<file path="src/sv/hsvrgb_pkg.sv">
package hsvrgb_pkg;

  // Field widths
  localparam int HueW   = 16;
  localparam int ChanW  = 8;
  localparam int FracW  = 10;
  localparam int SectW  = 3;
  localparam int QuotW  = 7;
  localparam int WeightSumW = 18;
  localparam int ScaledW    = 26;
  localparam int DivInW     = 20;

  // One 60-degree sector in 1/16-degree units; full-scale channel weight
  localparam logic [FracW-1:0] HueSector = 10'd960;

  // hue / 960 == (hue >> 6) / 15, done as a multiply by a reciprocal
  localparam int SectorPreShift = 6;
  localparam logic [10:0] SectorRecip = 11'd1093;
  localparam int SectorRecipShift = 14;

  // q / 6 for q below 69
  localparam logic [5:0] SixRecip = 6'd43;
  localparam int SixRecipShift = 8;
  localparam logic [2:0] SectorsPerTurn = 3'd6;

  // Channel scale: round(v * a / 244800), 244800 = 255 * 960 = 64 * 3825
  localparam logic [7:0]  FullScale   = 8'd255;
  localparam logic [16:0] RoundHalf   = 17'd122400;
  localparam int          DivPreShift = 6;
  localparam logic [20:0] DivRecip    = 21'd1122868;
  localparam int          DivRecipShift = 32;

  // Configuration register indexes
  typedef enum logic [0:0] {
    REG_SATURATION = 1'b0,
    REG_BRIGHTNESS = 1'b1
  } reg_index_t;

  // Load enables for the per-channel stages
  typedef struct packed {
    logic weight;
    logic scale;
    logic quot;
  } stage_en_t;

endpackage

</file>
<file path="src/sv/hsvrgb_chan.sv">
module hsvrgb_chan (
  input  logic                                     clk,
  input  hsvrgb_pkg::stage_en_t                    en,
  input  logic [hsvrgb_pkg::FracW-1:0]             weight,
  input  logic [hsvrgb_pkg::ChanW-1:0]             saturation,
  input  logic [hsvrgb_pkg::ChanW-1:0]             brightness,
  output logic [hsvrgb_pkg::ChanW-1:0]             level
);

  logic [hsvrgb_pkg::WeightSumW-1:0] wsum;
  logic [hsvrgb_pkg::WeightSumW-1:0] wsum_next;
  logic [hsvrgb_pkg::ScaledW-1:0]    scaled_next;
  logic [hsvrgb_pkg::DivInW-1:0]     div_in;
  logic [hsvrgb_pkg::DivInW-1:0]     div_in_next;
  logic [40:0]                       prod;

  // Blend chroma weight with the gray floor: s*g + (255-s)*960
  always_comb begin
    wsum_next = hsvrgb_pkg::WeightSumW'(saturation * weight)
              + hsvrgb_pkg::WeightSumW'((hsvrgb_pkg::FullScale - saturation)
                                        * hsvrgb_pkg::HueSector);
  end

  // Scale by value and add half a step for rounding; drop the power-of-two factor
  always_comb begin
    scaled_next = hsvrgb_pkg::ScaledW'(brightness * wsum)
                + hsvrgb_pkg::ScaledW'(hsvrgb_pkg::RoundHalf);
    div_in_next = scaled_next[hsvrgb_pkg::ScaledW-1:hsvrgb_pkg::DivPreShift];
  end

  // Divide by 3825 through the reciprocal
  assign prod = 41'(div_in * hsvrgb_pkg::DivRecip);

  always_ff @(posedge clk) begin
    if (en.weight) begin
      wsum <= wsum_next;
    end
    if (en.scale) begin
      div_in <= div_in_next;
    end
    if (en.quot) begin
      level <= prod[hsvrgb_pkg::DivRecipShift+hsvrgb_pkg::ChanW-1:
                    hsvrgb_pkg::DivRecipShift];
    end
  end

endmodule

</file>
<file path="src/sv/hsv_to_rgb_color_core.sv">
// Hue to RGB converter with fixed saturation and brightness. Each transfer on
// the hue channel (1/16-degree units, any 16-bit value, wrapped at 360 degrees)
// yields one transfer of red, green and blue, each rounded to nearest 0..255.
// The block takes one hue every clock while the color side does not stall,
// and passes it through a five-stage pipeline (sector split, sector select,
// weight blend, value scale, reciprocal divide); stalls on the color side back
// up stage by stage and free stages keep filling. Write saturation and
// brightness only while no hue is in flight; both reset to 204.
module hsv_to_rgb_color_core (
  input  logic                               clk,
  input  logic                               rst,
  input  logic                               wr_en,
  input  logic [0:0]                         wr_index,
  input  logic [hsvrgb_pkg::ChanW-1:0]       wr_data,
  input  logic                               hue_valid,
  output logic                               hue_stall,
  input  logic [hsvrgb_pkg::HueW-1:0]        hue,
  output logic                               rgb_valid,
  input  logic                               rgb_stall,
  output logic [hsvrgb_pkg::ChanW-1:0]       red,
  output logic [hsvrgb_pkg::ChanW-1:0]       green,
  output logic [hsvrgb_pkg::ChanW-1:0]       blue
);

  logic [hsvrgb_pkg::ChanW-1:0] saturation;
  logic [hsvrgb_pkg::ChanW-1:0] brightness;

  // Stage valids and ready chain
  logic v1, v2, v3, v4, v5;
  logic r1, r2, r3, r4, r5;

  // Stage 1: hue and its 60-degree count
  logic [hsvrgb_pkg::HueW-1:0]  hue1;
  logic [hsvrgb_pkg::QuotW-1:0] cnt1;
  logic [20:0]                  cnt_prod;

  // Stage 2: sector and position within it
  logic [hsvrgb_pkg::SectW-1:0] sector2;
  logic [hsvrgb_pkg::FracW-1:0] frac2;
  logic [12:0]                  six_prod;
  logic [3:0]                   turns;
  logic [hsvrgb_pkg::SectW-1:0] sector_next;
  logic [hsvrgb_pkg::HueW-1:0]  base_next;
  logic [hsvrgb_pkg::HueW-1:0]  frac_full;

  logic [hsvrgb_pkg::FracW-1:0] g_red, g_green, g_blue;
  logic [hsvrgb_pkg::FracW-1:0] rise, fall;

  hsvrgb_pkg::stage_en_t en;

  // Configuration writes
  always_ff @(posedge clk) begin
    if (rst) begin
      saturation <= 8'd204;
      brightness <= 8'd204;
    end else if (wr_en) begin
      if (wr_index == hsvrgb_pkg::REG_SATURATION) begin
        saturation <= wr_data;
      end else if (wr_index == hsvrgb_pkg::REG_BRIGHTNESS) begin
        brightness <= wr_data;
      end
    end
  end

  // A stage loads when empty or when the next one moves on
  assign r5 = !v5 || !rgb_stall;
  assign r4 = !v4 || r5;
  assign r3 = !v3 || r4;
  assign r2 = !v2 || r3;
  assign r1 = !v1 || r2;
  assign hue_stall = !r1;
  assign rgb_valid = v5;

  always_ff @(posedge clk) begin
    if (rst) begin
      v1 <= 1'b0;
      v2 <= 1'b0;
      v3 <= 1'b0;
      v4 <= 1'b0;
      v5 <= 1'b0;
    end else begin
      if (r1) v1 <= hue_valid;
      if (r2) v2 <= v1;
      if (r3) v3 <= v2;
      if (r4) v4 <= v3;
      if (r5) v5 <= v4;
    end
  end

  // Count whole sectors: hue / 960
  assign cnt_prod = 21'(hue[hsvrgb_pkg::HueW-1:hsvrgb_pkg::SectorPreShift]
                        * hsvrgb_pkg::SectorRecip);

  always_ff @(posedge clk) begin
    if (r1) begin
      hue1 <= hue;
      cnt1 <= cnt_prod[hsvrgb_pkg::SectorRecipShift+hsvrgb_pkg::QuotW-1:
                       hsvrgb_pkg::SectorRecipShift];
    end
  end

  // Reduce the sector count modulo six and take the remainder position
  always_comb begin
    six_prod    = 13'(cnt1 * hsvrgb_pkg::SixRecip);
    turns       = six_prod[hsvrgb_pkg::SixRecipShift+3:hsvrgb_pkg::SixRecipShift];
    sector_next = hsvrgb_pkg::SectW'(cnt1 - hsvrgb_pkg::QuotW'(turns
                                     * hsvrgb_pkg::SectorsPerTurn));
    base_next   = hsvrgb_pkg::HueW'(cnt1 * hsvrgb_pkg::HueSector);
    frac_full   = hue1 - base_next;
  end

  always_ff @(posedge clk) begin
    if (r2) begin
      sector2 <= sector_next;
      frac2   <= frac_full[hsvrgb_pkg::FracW-1:0];
    end
  end

  // Assign full, rising, falling or zero weight to each channel
  always_comb begin
    rise = frac2;
    fall = hsvrgb_pkg::HueSector - frac2;
    case (sector2)
      3'd0: begin
        g_red = hsvrgb_pkg::HueSector; g_green = rise; g_blue = '0;
      end
      3'd1: begin
        g_red = fall; g_green = hsvrgb_pkg::HueSector; g_blue = '0;
      end
      3'd2: begin
        g_red = '0; g_green = hsvrgb_pkg::HueSector; g_blue = rise;
      end
      3'd3: begin
        g_red = '0; g_green = fall; g_blue = hsvrgb_pkg::HueSector;
      end
      3'd4: begin
        g_red = rise; g_green = '0; g_blue = hsvrgb_pkg::HueSector;
      end
      default: begin
        g_red = hsvrgb_pkg::HueSector; g_green = '0; g_blue = fall;
      end
    endcase
  end

  assign en.weight = r3;
  assign en.scale  = r4;
  assign en.quot   = r5;

  hsvrgb_chan u_red (
    .clk        (clk),
    .en         (en),
    .weight     (g_red),
    .saturation (saturation),
    .brightness (brightness),
    .level      (red)
  );

  hsvrgb_chan u_green (
    .clk        (clk),
    .en         (en),
    .weight     (g_green),
    .saturation (saturation),
    .brightness (brightness),
    .level      (green)
  );

  hsvrgb_chan u_blue (
    .clk        (clk),
    .en         (en),
    .weight     (g_blue),
    .saturation (saturation),
    .brightness (brightness),
    .level      (blue)
  );

endmodule
</file>
<file path="config.mk">
export PLATFORM = sky130hd
export DESIGN_NAME = hsv_to_rgb_color_core
export DESIGN_NICKNAME = d
export VERILOG_FILES = /design/src/sv/hsvrgb_pkg.sv /design/src/sv/hsvrgb_chan.sv /design/src/sv/hsv_to_rgb_color_core.sv
export SDC_FILE = /design/constraint.sdc
export NUM_CORES = 2
export LEC_CHECK = 0
export ABC_AREA = 1
export BUFFER_PORTS_ARGS = -buffer_cell sky130_fd_sc_hd__buf_2
export CORE_MARGIN = 5
export CORE_UTILIZATION = 60
export CTS_CLUSTER_SIZE = 8
export DETAILED_ROUTE_END_ITERATION = 10
export HOLD_SLACK_MARGIN = 0.05
export PLACE_DENSITY = 0.76
export SYNTH_ARGS = -nofsm -noshare
export SYNTH_HDL_FRONTEND = slang
export SYNTH_SLANG_ARGS = --single-unit
</file>
<file path="constraint.sdc">
create_clock -name clk -period 10.7 [get_ports clk]
set_clock_uncertainty 0.05 [all_clocks]
set_input_delay 3.21 -clock clk [delete_from_list [all_inputs] [get_ports clk]]
set_output_delay 3.21 -clock clk [all_outputs]
set_load 0.01 [all_outputs]
</file>
After elaboration in Yosys (flattened, before gate mapping)
Index checks and enable logic that the tools add are counted.
{"block": "classes", "n_addsub": 10, "n_mul": 14, "n_eq_ne": 4, "muxes": 3, "n_bitwise": 1, "reduce_logical": 19}
{"cell": "multiplier 20 x 19 -> 38 bit (second input constant)", "count": 3}
{"cell": "one-hot mux 10 bit (3 select lines)", "count": 3}
{"cell": "adder 26 x 17 -> 26 bit (second input constant)", "count": 3}
{"cell": "multiplier 8 x 18 -> 26 bit", "count": 3}
{"cell": "adder 18 bit", "count": 3}
{"cell": "multiplier 8 x 10 -> 18 bit", "count": 3}
{"cell": "multiplier 10 x 11 -> 21 bit (second input constant)", "count": 1}
{"cell": "multiplier 18 x 4 -> 12 bit (second input constant)", "count": 1}
{"cell": "multiplier 7 x 6 -> 12 bit (second input constant)", "count": 1}
{"cell": "subtractor 10 bit", "count": 1}
{"cell": "subtractor 10 bit (first input constant)", "count": 1}
{"cell": "subtractor 8 x 8 -> 9 bit (first input constant)", "count": 1}
{"cell": "OR reduction 2 bit", "count": 4}
{"cell": "logical NOT 1 bit", "count": 7}
{"cell": "multiplier 7 x 4 -> 4 bit (second input constant)", "count": 1}
{"cell": "== test 3 x 2 -> 1 bit (second input constant)", "count": 2}
{"cell": "logical OR 1 bit", "count": 5}
{"cell": "multiplier 4 x 2 -> 2 bit (second input constant)", "count": 1}
{"cell": "AND reduction 2 bit", "count": 2}
{"cell": "== test 3 x 1 -> 1 bit (second input constant)", "count": 1}
{"cell": "== test 3 bit (second input constant)", "count": 1}
{"cell": "logical NOT 3 bit", "count": 1}
{"cell": "subtractor 3 bit", "count": 1}
{"cell": "inverter 1 bit", "count": 1}
{"block": "totals", "reg_bits": 189, "input_bits": 30, "out_inout_bits": 26, "word_cells": 71}

Logic depth before layout (Yosys ltp)
{"block": "depth", "ltp_word": 7, "ltp_mapped": 28, "depth_no_buf": 27}

Hierarchy
A second synthesis with hierarchy kept.
{"block": "hier_totals", "cells_unflattened": 6443, "area_unflattened_um2": 50571.0}
{"module": "hsvrgb_chan (u_red)", "instances": 1, "cells_each": 1980, "area_per_inst_um2": 15488.6}
{"module": "hsvrgb_chan (u_green)", "instances": 1, "cells_each": 1970, "area_per_inst_um2": 15364.7}
{"module": "hsvrgb_chan (u_blue)", "instances": 1, "cells_each": 1951, "area_per_inst_um2": 15328.5}
{"module": "hsv_to_rgb_color_core", "instances": 1, "cells_each": 542, "area_per_inst_um2": 4389.2}

Least setup slack after synthesis
OpenSTA, ideal clock, no wires.
{"block": "synth_timing", "kind": "input to output", "startpoint": "in rgb_stall", "endpoint": "out hue_stall", "arrival_ns": 6.891, "required_time_ns": 7.440, "path_slack_ns": 0.549, "cell_stages": 8, "path_buffers": 0, "path_cell_list": "nand2_1 > nor2_1 > inv_1 > nor2_1 > inv_1 > nor2_1 > inv_1 > nor2_1"}
{"block": "synth_via", "elab_chain_len": 7}
{"element": "start: declaration", "line": "hsv_to_rgb_color_core.sv:19", "source": "input logic rgb_stall,"}
{"element": "logical NOT 1 bit", "line": "hsv_to_rgb_color_core.sv:66", "source": "assign r5 = !v5 || !rgb_stall;"}
{"element": "logical OR 1 bit", "line": "hsv_to_rgb_color_core.sv:66"}
{"element": "logical OR 1 bit", "line": "hsv_to_rgb_color_core.sv:67", "source": "assign r4 = !v4 || r5;"}
{"element": "net r4", "line": "hsv_to_rgb_color_core.sv:30", "source": "logic r1, r2, r3, r4, r5;"}
{"element": "logical OR 1 bit", "line": "hsv_to_rgb_color_core.sv:68", "source": "assign r3 = !v3 || r4;"}
{"element": "net r3", "line": "hsv_to_rgb_color_core.sv:30"}
{"element": "logical OR 1 bit", "line": "hsv_to_rgb_color_core.sv:69", "source": "assign r2 = !v2 || r3;"}
{"element": "net r2", "line": "hsv_to_rgb_color_core.sv:30"}
{"element": "logical OR 1 bit", "line": "hsv_to_rgb_color_core.sv:70", "source": "assign r1 = !v1 || r2;"}
{"element": "logical NOT 1 bit", "line": "hsv_to_rgb_color_core.sv:71", "source": "assign hue_stall = !r1;"}
{"element": "end: declaration", "line": "hsv_to_rgb_color_core.sv:16", "source": "output logic hue_stall,"}
The timed path passes the listed nets, and every way through them passes these cells.

Worst setup path in the final report
{"block": "layout_timing", "startpoint": "in rgb_stall", "endpoint": "out hue_stall"}
{"block": "layout_via", "elab_chain_len": 7}
{"element": "logical NOT 1 bit", "line": "hsv_to_rgb_color_core.sv:66"}
{"element": "logical OR 1 bit", "line": "hsv_to_rgb_color_core.sv:66"}
{"element": "net r5", "line": "hsv_to_rgb_color_core.sv:30"}
{"element": "logical OR 1 bit", "line": "hsv_to_rgb_color_core.sv:67"}
{"element": "net r4", "line": "hsv_to_rgb_color_core.sv:30"}
{"element": "logical OR 1 bit", "line": "hsv_to_rgb_color_core.sv:68"}
{"element": "net r3", "line": "hsv_to_rgb_color_core.sv:30"}
{"element": "logical OR 1 bit", "line": "hsv_to_rgb_color_core.sv:69"}
{"element": "net r2", "line": "hsv_to_rgb_color_core.sv:30"}
{"element": "logical OR 1 bit", "line": "hsv_to_rgb_color_core.sv:70"}
{"element": "logical NOT 1 bit", "line": "hsv_to_rgb_color_core.sv:71"}
The timed path passes the listed nets, and every way through them passes these cells.

==> run_results.csv <==
group,metric,value,unit
clock_tree,cts.sinks,189,
worst_setup_path,arrival,4.83,ns
sta,fin_crit,8.09,ns
sta,drv_slew,0,
global_route,grt_pass1_vias,37764,
synthesis,synth_simple_gate_area_share,0.149,
final_layout,fin_nets,7455,
clock_tree,cts_tree,"built",
final_layout,drive_gt1_frac,0.0260,
final_layout,fill_cells,6795,
final_layout,final_util,0.629,
die,coreArea,79000,µm²
synthesis,synth_fp_nets,7485,
clock_tree,htreeDepth,4,
global_route,grtUsageTotal,0.252,
sta,relSlewSlack,0.200,
synthesis,ys_seq_elements,189,
routing,ant_nets,0,
routing,wl_per_cell,14.9,µm
die,fp.dieArea,85500,µm²
global_route,antenna_found_initial,1,
sta,min_period_over_period,0.757,
synthesis,avgSynthCellArea,8.10,µm²
die,io_pins,56,
synthesis,synth-seq-area-share,0.114,
routing,vias,36309,
worst_setup_path,r2r_end,"u_blue.wsum[17]",
sta,hold_ws,0.369,ns
die,fp.dieW,292,µm
worst_hold_path,holdPathStages,0,
clock_tree,insertion_delay,0.51,ns
worst_setup_path,worstReg2RegStart,"saturation[4]",
routing,drc,0,
clock_tree,root_buffer,"clkbuf_16",
flow_run,maxCapViolCount,0,
clock_tree,cts_hold_buf,0,
worst_setup_path,critPathKind,"primary input to output pin",
worst_hold_path,hold_path.class,"register to register",
clock_tree,cts_resized,0,
synthesis,ys_async_sr_fraction,0,
synthesis,synth_edf_count,168,
worst_hold_path,min_to,"frac2[4]",
synthesis,yosys_warnings,0,
die,start_util,0.606,
clock_tree,clockBufferDepth,2,
routing,drtIter0Drc,2001,
place,io_buffers,55,
worst_setup_path,endpoint_kind,"output pin",
place,post-dp-hpwl,88400,µm
synthesis,synth_adder_area_share,0.514,
sta,fin_setup_tns,0,ns
die,chipHeight,292,µm
sta,rsz0062_at_grt,"false",
synthesis,synth_compound_area_frac,0.0574,
routing,vias_per_cell,5.23,
place,place.gp.congestion,0.943,
routing,dr.pass1.iters,7,
synthesis,synth-xor-area-share,0.0237,
routing,routed_wl,104000,µm
run_status,outcome,"completed",
synthesis,syn_area,47900,µm²
synthesis,synthMuxAreaShare,0,
sta,finalHoldViolations,0,
sta,max_freq,124,MHz
sta,finalSetupViolCount,0,
worst_setup_path,worstSetupStartpointType,"primary input",
die,rows,103,
worst_setup_path,reg2reg_depth,23,
global_route,grt_first_pass_wirelength,180000,µm
final_layout,area_growth,3.75,%
sta,worst_slew_pin_slew,1.20,ns
clock_tree,clk_pin_slew_worst_paths,0.08,ns
worst_setup_path,r2r_slack,3.17,ns
synthesis,ys_types,51,
clock_tree,cts_inserted_buffers,17,
worst_setup_path,crit_required,7.44,ns
synthesis,synth_top_family_by_area,"adder cells",
synthesis,ys.flop_type,"edfxtp_1",
global_route,grt_max_degree,62,
worst_setup_path,cp_max_fo,26,
clock_tree,cts_setup_buffers,0,
worst_hold_path,hp-start,"hue1[4]",
global_route,grt_overflow_total,0,
synthesis,synthCells,5908,
## critical path: stages
cell	delay (ns)
buf_2	0.10
nand2_1	0.05
buf_4	0.32
nor2_1	0.09
inv_2	0.13
nor2_1	0.07
inv_2	0.10
nor2_1	0.06
inv_1	0.40
nor2_1	0.13
buf_2	0.17
## metrics by stage
stage / setup WS [ns] / instance area [µm²] / cells
2_1_floorplan: 0.549 / 47900 / 5908
3_3_place_gp: 2.61 / 49100 / 6909
3_5_place_dp: 2.59 / 49100 / 6909
4_1_cts: 2.58 / 49700 / 6941
5_1_grt: 2.42 / 49700 / 6942
6_report: 2.61 / 49700 / 6942
## flip-flops by register name, summed over array words and instances (netlist names), 3 cells and up
signal / cells
brightness: 8
cnt1: 7
frac2: 10
hue1: 10
saturation: 8
sector2: 3
u_blue.div_in: 20
u_blue.level: 8
u_blue.wsum: 18
u_green.div_in: 20
u_green.level: 8
u_green.wsum: 18
u_red.div_in: 20
u_red.level: 8
u_red.wsum: 18
## cell usage after synthesis, types with 5 or more instances
library cell / number / share of area
o21ai_1: 8 / 0.00084
a21o_1: 33 / 0.0052
fa_1: 698 / 0.29
nand2_2: 5 / 0.00065
a21boi_0: 5 / 0.00078
xor2_1: 77 / 0.014
nand2_1: 1119 / 0.088
a21oi_1: 222 / 0.023
xnor2_1: 47 / 0.0086
nand3_1: 142 / 0.015
inv_2: 13 / 0.0010
inv_1: 1666 / 0.13
ha_1: 849 / 0.22
o21ai_0: 115 / 0.012
nor3_1: 53 / 0.0055
clkbuf_1: 61 / 0.0048
o21a_1: 14 / 0.0022
nand3b_1: 11 / 0.0017
o211ai_1: 7 / 0.0011
nor4_1: 15 / 0.0020
a211oi_1: 5 / 0.00078
nor2_1: 378 / 0.030
o21bai_1: 28 / 0.0044
edfxtp_1: 168 / 0.11
buf_1: 18 / 0.0014
dfxtp_1: 21 / 0.0088
clkbuf_2: 40 / 0.0042
nand4_1: 24 / 0.0031
a31oi_1: 24 / 0.0031
## layer usage
| layer | up-vias | GRT usage | routed length, µm |
|---|---|---|---|
| li1 | 17821 | - | - |
| met1 | 17468 | 0.347 | 47100 |
| met2 | 861 | 0.430 | 49300 |
| met3 | 159 | 0.0313 | 4990 |
| met4 | 0 | 0.0599 | 2390 |
| met5 | - | 0 | 0 |
## final cells by class
class | count | area, µm² | share of cell area
clock inverters | 14 | 150 | 0.00302
clock buffers | 18 | 429 | 0.00864
multi-input cells | 3920 | 35600 | 0.717
inverters | 1680 | 6310 | 0.127
repair buffers | 70 | 388 | 0.00781
diodes | 1 | 2.50 | 0.0000504
well taps | 1050 | 1310 | 0.0265
flip-flops and latches | 189 | 5480 | 0.110
## kinds of logic (layout without fill, tap and decap cells)
group           count (synthesis)  count (layout)
flops                         189             189
other cells                     0               1
xor+xnor                      127             127
buf+inv                      1799            1782
fa+ha+maj                    1547            1547
simple gates                 1766            1766
compound gates                480             480
## cells in the final DEF, fill, tap and decap left out, drive strengths merged, types with 54 or more instances in the layout
cell    count
fa        698
edfxtp    168
buf        70
a21oi     224
nand2    1125
ha        849
xor2       80
inv      1686
nand3     143
nor2      383
nor3       54
o21ai     127
## how the worst max path moves through the flow
stage	depth (start not counted)	to	startpoint
2_1_floorplan	8	hue_stall	rgb_stall
3_5_place_dp	11	hue_stall	rgb_stall
5_1_grt	11	hue_stall	rgb_stall
3_3_place_gp	11	hue_stall	rgb_stall
6_report	11	hue_stall	rgb_stall
4_1_cts	11	hue_stall	rgb_stall
Power is left out: the tool's default activity adds up to more than one toggle a clock period on the data nets, which glitch-free logic cannot reach.
